$ cat config.mk
export PLATFORM = sky130hd
export DESIGN_NAME = programmable_crc_encode_check
export DESIGN_NICKNAME = d
export VERILOG_FILES = /design/src/rtl/core/pcrc_pkg.sv /design/src/rtl/core/pcrc_front.sv /design/src/rtl/core/pcrc_back.sv /design/src/rtl/core/programmable_crc_encode_check.sv
export SDC_FILE = /design/constraint.sdc
export NUM_CORES = 1
export LEC_CHECK = 0
export BUFFER_PORTS_ARGS = -buffer_cell sky130_fd_sc_hd__buf_2
export CAP_MARGIN = 40
export CORE_MARGIN = 1
export CORE_UTILIZATION = 45
export DETAILED_ROUTE_END_ITERATION = 16
export PLACE_DENSITY_LB_ADDON = 0.2
export RECOVER_POWER = 50
export SETUP_SLACK_MARGIN = 0.15
export SYNTH_ARGS = -nofsm -noshare
export SYNTH_HDL_FRONTEND = slang
export SYNTH_SLANG_ARGS = --single-unit
$ cat constraint.sdc
create_clock -name clk -period 3.99 [get_ports clk]
set_input_delay 0.399 -clock clk [delete_from_list [all_inputs] [get_ports clk]]
set_output_delay 0.399 -clock clk [all_outputs]
set_load 0.05 [all_outputs]
$ cat src/rtl/core/pcrc_pkg.sv
// ----------------------------------------------------------------------------
// pcrc_pkg: shared types and codes for the programmable CRC encoder/checker
// Holds the channel payload structs, the command passed from the front end
// to the back end, and the configuration register indexes.
// ----------------------------------------------------------------------------
`default_nettype none

package pcrc_pkg;

    // Configuration register indexes
    localparam logic [1:0] CFG_GENERATOR_LOW = 2'd0;
    localparam logic [1:0] CFG_DEGREE        = 2'd1;
    localparam logic [1:0] CFG_MODE          = 2'd2;

    localparam int GEN_W    = 32;
    localparam int DEGREE_W = 6;

    localparam logic [GEN_W-1:0]    GEN_RESET    = 32'd7;
    localparam logic [DEGREE_W-1:0] DEGREE_RESET = 6'd8;
    localparam logic                MODE_RESET   = 1'b0;

    localparam logic MODE_ENCODE = 1'b0;
    localparam logic MODE_CHECK  = 1'b1;

    // Command kinds decided by the front end
    localparam logic [1:0] KIND_ECHO       = 2'd0;
    localparam logic [1:0] KIND_ECHO_LAST  = 2'd1;
    localparam logic [1:0] KIND_CHECK      = 2'd2;
    localparam logic [1:0] KIND_CHECK_LAST = 2'd3;

    typedef struct packed {
        logic data_bit;
        logic last_bit;
    } in_t;

    typedef struct packed {
        logic out_bit;
        logic is_remainder;
        logic check_ok;
        logic frame_end;
    } out_t;

    typedef struct packed {
        logic       data_bit;
        logic [1:0] kind;
    } cmd_t;

endpackage

`default_nettype wire

$ cat src/rtl/core/pcrc_front.sv
// ----------------------------------------------------------------------------
// pcrc_front: request intake and classification
// Tags each accepted bit with its command kind from the mode and the last
// flag, and buffers it in a two-entry queue toward the back end.
// ----------------------------------------------------------------------------
`default_nettype none

module pcrc_front
(
    input  wire logic          clk,
    input  wire logic          rst_n,
    input  wire logic          mode,
    input  wire logic          bit_valid,
    output logic               bit_ready,
    input  wire pcrc_pkg::in_t bit_data,
    output logic               q_valid,
    input  wire logic          q_ready,
    output pcrc_pkg::cmd_t     q_cmd
);

    localparam int DEPTH = 2;

    pcrc_pkg::cmd_t fifo_reg [DEPTH];
    logic           wr_ptr_reg;
    logic           wr_ptr_next;
    logic           rd_ptr_reg;
    logic           rd_ptr_next;
    logic [1:0]     count_reg;
    logic [1:0]     count_next;
    logic           push;
    logic           pop;
    pcrc_pkg::cmd_t cmd_in;

    always_comb
    begin
        cmd_in.data_bit = bit_data.data_bit;
        if (mode == pcrc_pkg::MODE_CHECK)
        begin
            cmd_in.kind = bit_data.last_bit ? pcrc_pkg::KIND_CHECK_LAST
                                            : pcrc_pkg::KIND_CHECK;
        end
        else
        begin
            cmd_in.kind = bit_data.last_bit ? pcrc_pkg::KIND_ECHO_LAST
                                            : pcrc_pkg::KIND_ECHO;
        end
    end

    assign bit_ready = (count_reg != 2'(DEPTH));
    assign q_valid   = (count_reg != 2'd0);
    assign q_cmd     = fifo_reg[rd_ptr_reg];
    assign push      = bit_valid && bit_ready;
    assign pop       = q_valid && q_ready;

    always_comb
    begin
        wr_ptr_next = push ? ~wr_ptr_reg : wr_ptr_reg;
        rd_ptr_next = pop ? ~rd_ptr_reg : rd_ptr_reg;
        count_next  = count_reg + 2'(push) - 2'(pop);
    end

    always_ff @(posedge clk or negedge rst_n)
    begin
        if (!rst_n)
        begin
            wr_ptr_reg <= 1'b0;
            rd_ptr_reg <= 1'b0;
            count_reg  <= 2'd0;
        end
        else
        begin
            wr_ptr_reg <= wr_ptr_next;
            rd_ptr_reg <= rd_ptr_next;
            count_reg  <= count_next;
        end
    end

    always_ff @(posedge clk)
    begin
        if (push)
        begin
            fifo_reg[wr_ptr_reg] <= cmd_in;
        end
    end

endmodule

`default_nettype wire

$ cat src/rtl/core/pcrc_back.sv
// ----------------------------------------------------------------------------
// pcrc_back: remainder datapath and result sequencer
// Runs the shift/XOR division step, appends the remainder after the last
// encode bit, reports the check verdict, and drives the result register.
// ----------------------------------------------------------------------------
`default_nettype none

module pcrc_back
#(
    parameter int MAX_DEGREE = 32
)
(
    input  wire logic                            clk,
    input  wire logic                            rst_n,
    input  wire logic [pcrc_pkg::GEN_W-1:0]      generator_low,
    input  wire logic [pcrc_pkg::DEGREE_W-1:0]   degree,
    input  wire logic                            q_valid,
    output logic                                 q_ready,
    input  wire pcrc_pkg::cmd_t                  q_cmd,
    output logic                                 res_valid,
    input  wire logic                            res_ready,
    output pcrc_pkg::out_t                       res_data
);

    localparam int DW = $clog2(MAX_DEGREE + 1);

    localparam logic [1:0] ST_BIT  = 2'd0;
    localparam logic [1:0] ST_ZERO = 2'd1;
    localparam logic [1:0] ST_EMIT = 2'd2;

    logic [1:0]            state_reg;
    logic [1:0]            state_next;
    logic [MAX_DEGREE-1:0] rem_reg;
    logic [MAX_DEGREE-1:0] rem_next;
    logic [DW-1:0]         cnt_reg;
    logic [DW-1:0]         cnt_next;
    logic                  res_valid_reg;
    logic                  res_valid_next;
    pcrc_pkg::out_t        res_data_reg;
    pcrc_pkg::out_t        res_data_next;

    logic [DW-1:0]         d_eff;
    logic [63:0]           gen_wide;
    logic [MAX_DEGREE-1:0] gen_masked;
    logic [MAX_DEGREE-1:0] mask;
    logic [MAX_DEGREE-1:0] top_sel;
    logic [MAX_DEGREE-1:0] emit_sel;
    logic [MAX_DEGREE-1:0] rem_masked;
    logic [MAX_DEGREE-1:0] step_res;
    logic                  step_bit;
    logic                  top_bit;
    logic                  emit_bit;
    logic                  adv;

    // Clamp degree into 1..MAX_DEGREE
    always_comb
    begin
        if (degree == '0)
        begin
            d_eff = DW'(1);
        end
        else if ({1'b0, degree} > 7'(MAX_DEGREE))
        begin
            d_eff = DW'(MAX_DEGREE);
        end
        else
        begin
            d_eff = DW'(degree);
        end
    end

    assign gen_wide = {32'd0, generator_low};

    always_comb
    begin
        for (int i = 0; i < MAX_DEGREE; i++)
        begin
            mask[i]     = (i < int'(d_eff));
            top_sel[i]  = (i == int'(d_eff) - 1);
            emit_sel[i] = (i == int'(cnt_reg) - 1);
        end
    end

    assign gen_masked = gen_wide[MAX_DEGREE-1:0] & mask;
    assign rem_masked = rem_reg & mask;
    assign top_bit    = |(rem_masked & top_sel);
    assign emit_bit   = |(rem_reg & emit_sel);
    assign step_bit   = (state_reg == ST_ZERO) ? 1'b0 : q_cmd.data_bit;

    // One division step: shift in at the bottom, fold in generator on carry
    always_comb
    begin
        step_res = ((rem_masked << 1) | MAX_DEGREE'(step_bit)) & mask;
        if (top_bit)
        begin
            step_res = step_res ^ gen_masked;
        end
    end

    assign adv = !res_valid_reg || res_ready;

    always_comb
    begin
        state_next     = state_reg;
        rem_next       = rem_reg;
        cnt_next       = cnt_reg;
        q_ready        = 1'b0;
        res_valid_next = res_valid_reg && !res_ready;
        res_data_next  = res_data_reg;

        unique case (state_reg)
            ST_BIT:
            begin
                if (q_valid)
                begin
                    unique case (q_cmd.kind)
                        pcrc_pkg::KIND_ECHO:
                        begin
                            if (adv)
                            begin
                                q_ready        = 1'b1;
                                rem_next       = step_res;
                                res_valid_next = 1'b1;
                                res_data_next  = '{q_cmd.data_bit, 1'b0, 1'b0, 1'b0};
                            end
                        end
                        pcrc_pkg::KIND_ECHO_LAST:
                        begin
                            if (adv)
                            begin
                                q_ready        = 1'b1;
                                rem_next       = step_res;
                                res_valid_next = 1'b1;
                                res_data_next  = '{q_cmd.data_bit, 1'b0, 1'b0, 1'b0};
                                cnt_next       = d_eff;
                                state_next     = ST_ZERO;
                            end
                        end
                        pcrc_pkg::KIND_CHECK:
                        begin
                            q_ready  = 1'b1;
                            rem_next = step_res;
                        end
                        default:
                        begin
                            if (adv)
                            begin
                                q_ready        = 1'b1;
                                rem_next       = '0;
                                res_valid_next = 1'b1;
                                res_data_next  = '{1'b0, 1'b0, (step_res == '0), 1'b1};
                            end
                        end
                    endcase
                end
            end
            ST_ZERO:
            begin
                // Append degree zeros, one per cycle
                rem_next = step_res;
                cnt_next = cnt_reg - DW'(1);
                if (cnt_reg == DW'(1))
                begin
                    cnt_next   = d_eff;
                    state_next = ST_EMIT;
                end
            end
            ST_EMIT:
            begin
                if (adv)
                begin
                    res_valid_next = 1'b1;
                    res_data_next  = '{emit_bit, 1'b1, 1'b0, (cnt_reg == DW'(1))};
                    cnt_next       = cnt_reg - DW'(1);
                    if (cnt_reg == DW'(1))
                    begin
                        rem_next   = '0;
                        state_next = ST_BIT;
                    end
                end
            end
            default:
            begin
                state_next = ST_BIT;
            end
        endcase
    end

    always_ff @(posedge clk or negedge rst_n)
    begin
        if (!rst_n)
        begin
            state_reg     <= ST_BIT;
            rem_reg       <= '0;
            cnt_reg       <= '0;
            res_valid_reg <= 1'b0;
        end
        else
        begin
            state_reg     <= state_next;
            rem_reg       <= rem_next;
            cnt_reg       <= cnt_next;
            res_valid_reg <= res_valid_next;
        end
    end

    always_ff @(posedge clk)
    begin
        res_data_reg <= res_data_next;
    end

    assign res_valid = res_valid_reg;
    assign res_data  = res_data_reg;

endmodule

`default_nettype wire

$ cat src/rtl/core/programmable_crc_encode_check.sv
// ----------------------------------------------------------------------------
// programmable_crc_encode_check: bit-serial CRC encoder and checker
// Divides a bit stream by a programmable generator (leading one implied);
// encode echoes bits and appends the remainder, check reports a zero test.
// ----------------------------------------------------------------------------
//
//  channel   direction  handshake              payload
//  bit       sink       bit_valid/bit_ready    bit_data  (data_bit, last_bit)
//  res       source     res_valid/res_ready    res_data  (out_bit, is_remainder,
//                                                         check_ok, frame_end)
//  cfg       sink       cfg_valid/cfg_ready    cfg_index, cfg_data
//
//  One bit per cycle enters while the queue has room and is divided by the
//  shift/XOR step. The last bit in encode mode holds the divider while it
//  appends degree zeros and then emits the degree remainder bits. A two-entry
//  queue splits intake from the divider; while a result waits in the result
//  register, only check bits and appended zeros advance the divider. Reset
//  clears the remainder and loads generator 7, degree 8, encode mode.
// ----------------------------------------------------------------------------
`default_nettype none

module programmable_crc_encode_check
#(
    parameter int MAX_DEGREE = 32
)
(
    input  wire logic          clk,
    input  wire logic          rst_n,
    input  wire logic          bit_valid,
    output logic               bit_ready,
    input  wire pcrc_pkg::in_t bit_data,
    output logic               res_valid,
    input  wire logic          res_ready,
    output pcrc_pkg::out_t     res_data,
    input  wire logic          cfg_valid,
    output logic               cfg_ready,
    input  wire logic [1:0]    cfg_index,
    input  wire logic [31:0]   cfg_data
);

    logic [pcrc_pkg::GEN_W-1:0]    generator_low_reg;
    logic [pcrc_pkg::DEGREE_W-1:0] degree_reg;
    logic                          mode_reg;
    logic                          cfg_write;
    logic                          q_valid;
    logic                          q_ready;
    pcrc_pkg::cmd_t                q_cmd;

    assign cfg_ready = 1'b1;
    assign cfg_write = cfg_valid && cfg_ready;

    always_ff @(posedge clk or negedge rst_n)
    begin
        if (!rst_n)
        begin
            generator_low_reg <= pcrc_pkg::GEN_RESET;
            degree_reg        <= pcrc_pkg::DEGREE_RESET;
            mode_reg          <= pcrc_pkg::MODE_RESET;
        end
        else if (cfg_write)
        begin
            case (cfg_index)
                pcrc_pkg::CFG_GENERATOR_LOW: generator_low_reg <= cfg_data;
                pcrc_pkg::CFG_DEGREE:        degree_reg <= cfg_data[pcrc_pkg::DEGREE_W-1:0];
                pcrc_pkg::CFG_MODE:          mode_reg <= cfg_data[0];
                default:
                begin
                    // drop writes to unmapped indexes
                end
            endcase
        end
    end

    pcrc_front u_front
    (
        .clk       (clk),
        .rst_n     (rst_n),
        .mode      (mode_reg),
        .bit_valid (bit_valid),
        .bit_ready (bit_ready),
        .bit_data  (bit_data),
        .q_valid   (q_valid),
        .q_ready   (q_ready),
        .q_cmd     (q_cmd)
    );

    pcrc_back
    #(
        .MAX_DEGREE (MAX_DEGREE)
    )
    u_back
    (
        .clk           (clk),
        .rst_n         (rst_n),
        .generator_low (generator_low_reg),
        .degree        (degree_reg),
        .q_valid       (q_valid),
        .q_ready       (q_ready),
        .q_cmd         (q_cmd),
        .res_valid     (res_valid),
        .res_ready     (res_ready),
        .res_data      (res_data)
    );

endmodule

`default_nettype wire
==> impl_metrics.csv <==
group,metric,value,unit
clocking,root_buffer,"clkbuf_16",
die,core,12700,um2
place,hpwl,13600,um
route,via_per_inst,6.06,
clocking,post_cts_buffers,0,
yosys,synth_top_area_share,33.8,%
min_path,hp-class,"primary input to flip-flop",
die,die_area,13600,um2
sta,drv_slew,71,
worst_setup_path,worstReg2RegStart,"degree_reg[2]",
yosys,syn_area,5920,um2
yosys,ys_types,69,
sta,fin_crit,3.65,ns
place,gp_congestion,0.993,
yosys,synth_top_area_cell,"dfrtp_1",
layout,drive_gt1_share,21.2,%
sta,report.final.hold_viol_count,0,
worst_setup_path,cp-end-kind,"flip-flop",
sta,worst_slew_pin_slew,1.89,ns
route,wl,18200,um
sta,fin_skew,0.00894,ns
worst_setup_path,worstPathRequired,4.20,ns
worst_setup_path,cp_num_buf_inv,2,
yosys,synth_seq_area_share,40.7,%
yosys,synthTopCellsByArea,"dfrtp_1 (34%), mux2_2 (8.0%), edfxtp_1 (5.1%)",
grt,grt_start_max_net_pins,53,
yosys,yosys.area_share.simple,15.6,%
run_status,status,"complete, but fails checks",
power_and_ir_drop,ir_worst_vdd,0.000277,V
layout,multi_input_area,3210,um2
grt,grt_util_all_layers,28.5,%
worst_setup_path,cp_slowest_cell,"dfrtp_1",
yosys,synthFlopType,"dfrtp_1",
yosys,syn_inst,617,
min_path,holdPathEnd,"u_front.fifo_reg[1][0]",
yosys,synth.most_common_cell,"dfrtp_1",
clocking,clock_path_buffers,2,
run_status,violations,"capacitance limit, slew limit",
place,io_buffers,46,
layout,final_cell_area,6580,um2
clocking,clock-sinks,94,
route,wl_per_cell,21.8,um
layout,regArea,2410,um2
worst_setup_path,worstSetupPathType,"flip-flop to flip-flop",
clocking,cts_hold_buf,0,
worst_setup_path,r2r_slack,0.34,ns
grt,grt_overflow_total,0,
route,dr.pass1.iters,6,
clocking,clock_latency,0.35,ns
die,top_level_ports,48,
yosys,synth_mux_area_share,13.1,%
power_and_ir_drop,power.leakage,2.80,nW
yosys,syn_avg_cell_area,9.60,um2
worst_setup_path,critPathMaxFanout,16,
sta,maxSlewHeadroom,-26.3,%
yosys,synthesis.nets,669,
sta,finalCritPeriodShare,91.5,%
min_path,holdPathStages,1,
route,drc,0,
worst_setup_path,path_delay_family,"compound AO/OA/AOI/OAI gates",
run,cap_violations,2,
yosys,synth_common_cells,"dfrtp_1 (80), nand2_1 (64), mux2_2 (42), o21ai_0 (39), nor2_1 (36)",
die,rows,41,
clocking,ctsResizeCount,0,
sta,setup_tns,0,ns
yosys,ys_warn_count,0,
sta,setup_violations,0,
sta,fmax,274,MHz
worst_setup_path,reg2regPathDepth,11,
worst_setup_path,r2r_end,"u_back.res_data[1]",
power_and_ir_drop,power.density,678,nW/um2
worst_setup_path,crit_chain,"buf_4 > and3_1 > nand2_1 > a21oi_1 > o41a_1 > buf_4 > o21a_1 > mux2_4 > a2111oi_2 > nand4_1 > nor2_1",
route,drt-initial-drc-count,544,
grt,antenna_found_initial,0,
layout,num_antenna_cells,0,
yosys,synth_compound_area_share,20.9,%
clocking,numCtsBuffers,9,
yosys,synth_top_family_by_area,"compound AO/OA/AOI/OAI gates",
die,start_util,46.5,%
yosys,synth_edf_count,10,
worst_setup_path,start_kind,"flip-flop",
place,post_dp_cell_area,6330,um2
worst_setup_path,path_common_cell,"buf_4",
route,postRouteAntennaNets,0,
grt,grt_pass1_vias,4748,
die,die_x,117,um
sta,rsz0062_at_grt,"false",
worst_setup_path,crit_arrival,3.86,ns
clocking,clk_pin_slew,0.07,ns
layout,syn_to_final_growth,11.2,%
yosys,synthAdderAreaFrac,2.32,%
layout,fillers,1238,
layout,finalNetCount,707,
route,via_count,5041,
min_path,min_from,"bit_data[0]",
die,die_height,117,um
clocking,htreeDepth,3,
yosys,synth-xor-area-share,2.07,%
grt,grt_pass1_wl,28000,um
yosys,ys_ff_latch,94,
clocking,cts_tree,"yes",
worst_setup_path,cpPeakStageDelay,0.75,ns
yosys,synth-async-reset-ratio,89.4,%
report_power, final:
part | leakage [nW] | switching [mW] | internal (mW)
clock | 0.143 | 0.377 | 0.459
sequential | 1.16 | 0.272 | 1.21
combinational | 1.50 | 1.39 | 0.749
layout make-up:
| type | instances | share of cell area, % |
|---|---|---|
| clock buffer | 12 | 3.90 |
| clock inverter | 4 | 0.475 |
| inverter | 20 | 1.14 |
| multi-input combinational | 462 | 48.8 |
| sequential | 94 | 36.6 |
| tap | 172 | 3.27 |
| timing repair buffer | 68 | 5.84 |
layout by cell type, fill, tap and decap left out, drive strengths merged, types with 3 or more instances in the layout:
cell	netlist	layout
xnor2	9	9
nor4	4	4
and4b	3	3
or2	3	3
o211ai	5	5
inv	20	20
o21ai	43	43
nor3b	5	5
nand3	13	13
edfxtp	10	10
a221oi	5	5
ha	11	11
and3	4	4
clkbuf	26	16
o21a	20	20
mux2	48	48
a211oi	6	6
nand3b	6	6
o221ai	3	3
nor2	37	37
buf	15	64
nand2b	7	7
xor2	5	5
dfrtp	80	80
a31oi	8	8
or3	5	5
nor2b	17	17
nand4	5	5
nor3	5	5
a21oi	34	34
nand2	65	65
a21o	6	6
clkinv	0	4
dfstp	4	4
a32oi	4	4
o31ai	5	5
mux2i	22	22
a22o	18	18
metal layers:
layer	part of all wire (%)	GRT usage [%]	up-vias	wire length [um]
met5	0	0	-	0
met3	6.9	6.43	23	1260
li1	-	-	2339	-
met1	46	40.1	2498	8430
met2	45	43.4	181	8130
met4	1.9	9.20	0	348
stage by stage:
stage               power [mW]  hold WS [ns]  util [%]  cells  worst slack, ns
finish                    4.46         0.235      51.7    832            0.338
global route              4.72         0.224      51.7    832            0.178
CTS                       4.46        0.0116      52.0    832            0.419
detailed placement        3.61         0.388      49.8    816            0.458
global placement          3.53         0.477      49.4    812            0.452
floorplan                 2.91         0.103         -    617             1.16
worst max-delay path by stage:
stage,startpoint,to,slack (ns),cells after the start
finish,degree_reg[2],u_back.res_data[1],0.34,11
global route,degree_reg[2],u_back.res_data[1],0.18,11
CTS,degree_reg[2],u_back.res_data[1],0.42,11
detailed placement,degree_reg[2],u_back.res_data[1],0.46,11
global placement,degree_reg[4],u_back.res_data[1],0.45,10
floorplan,degree_reg[3],u_back.res_data[1],1.16,11
cell families after synthesis:
family	count (synthesis)
xor gates and xnor gates	14
DFF	94
muxes	70
buffers and inverters	61
adders and majority gates	11
other	1
and+or+nand+nor	185
AOI/OAI and AO/OA	181
(Power assumes the default switching activity.)
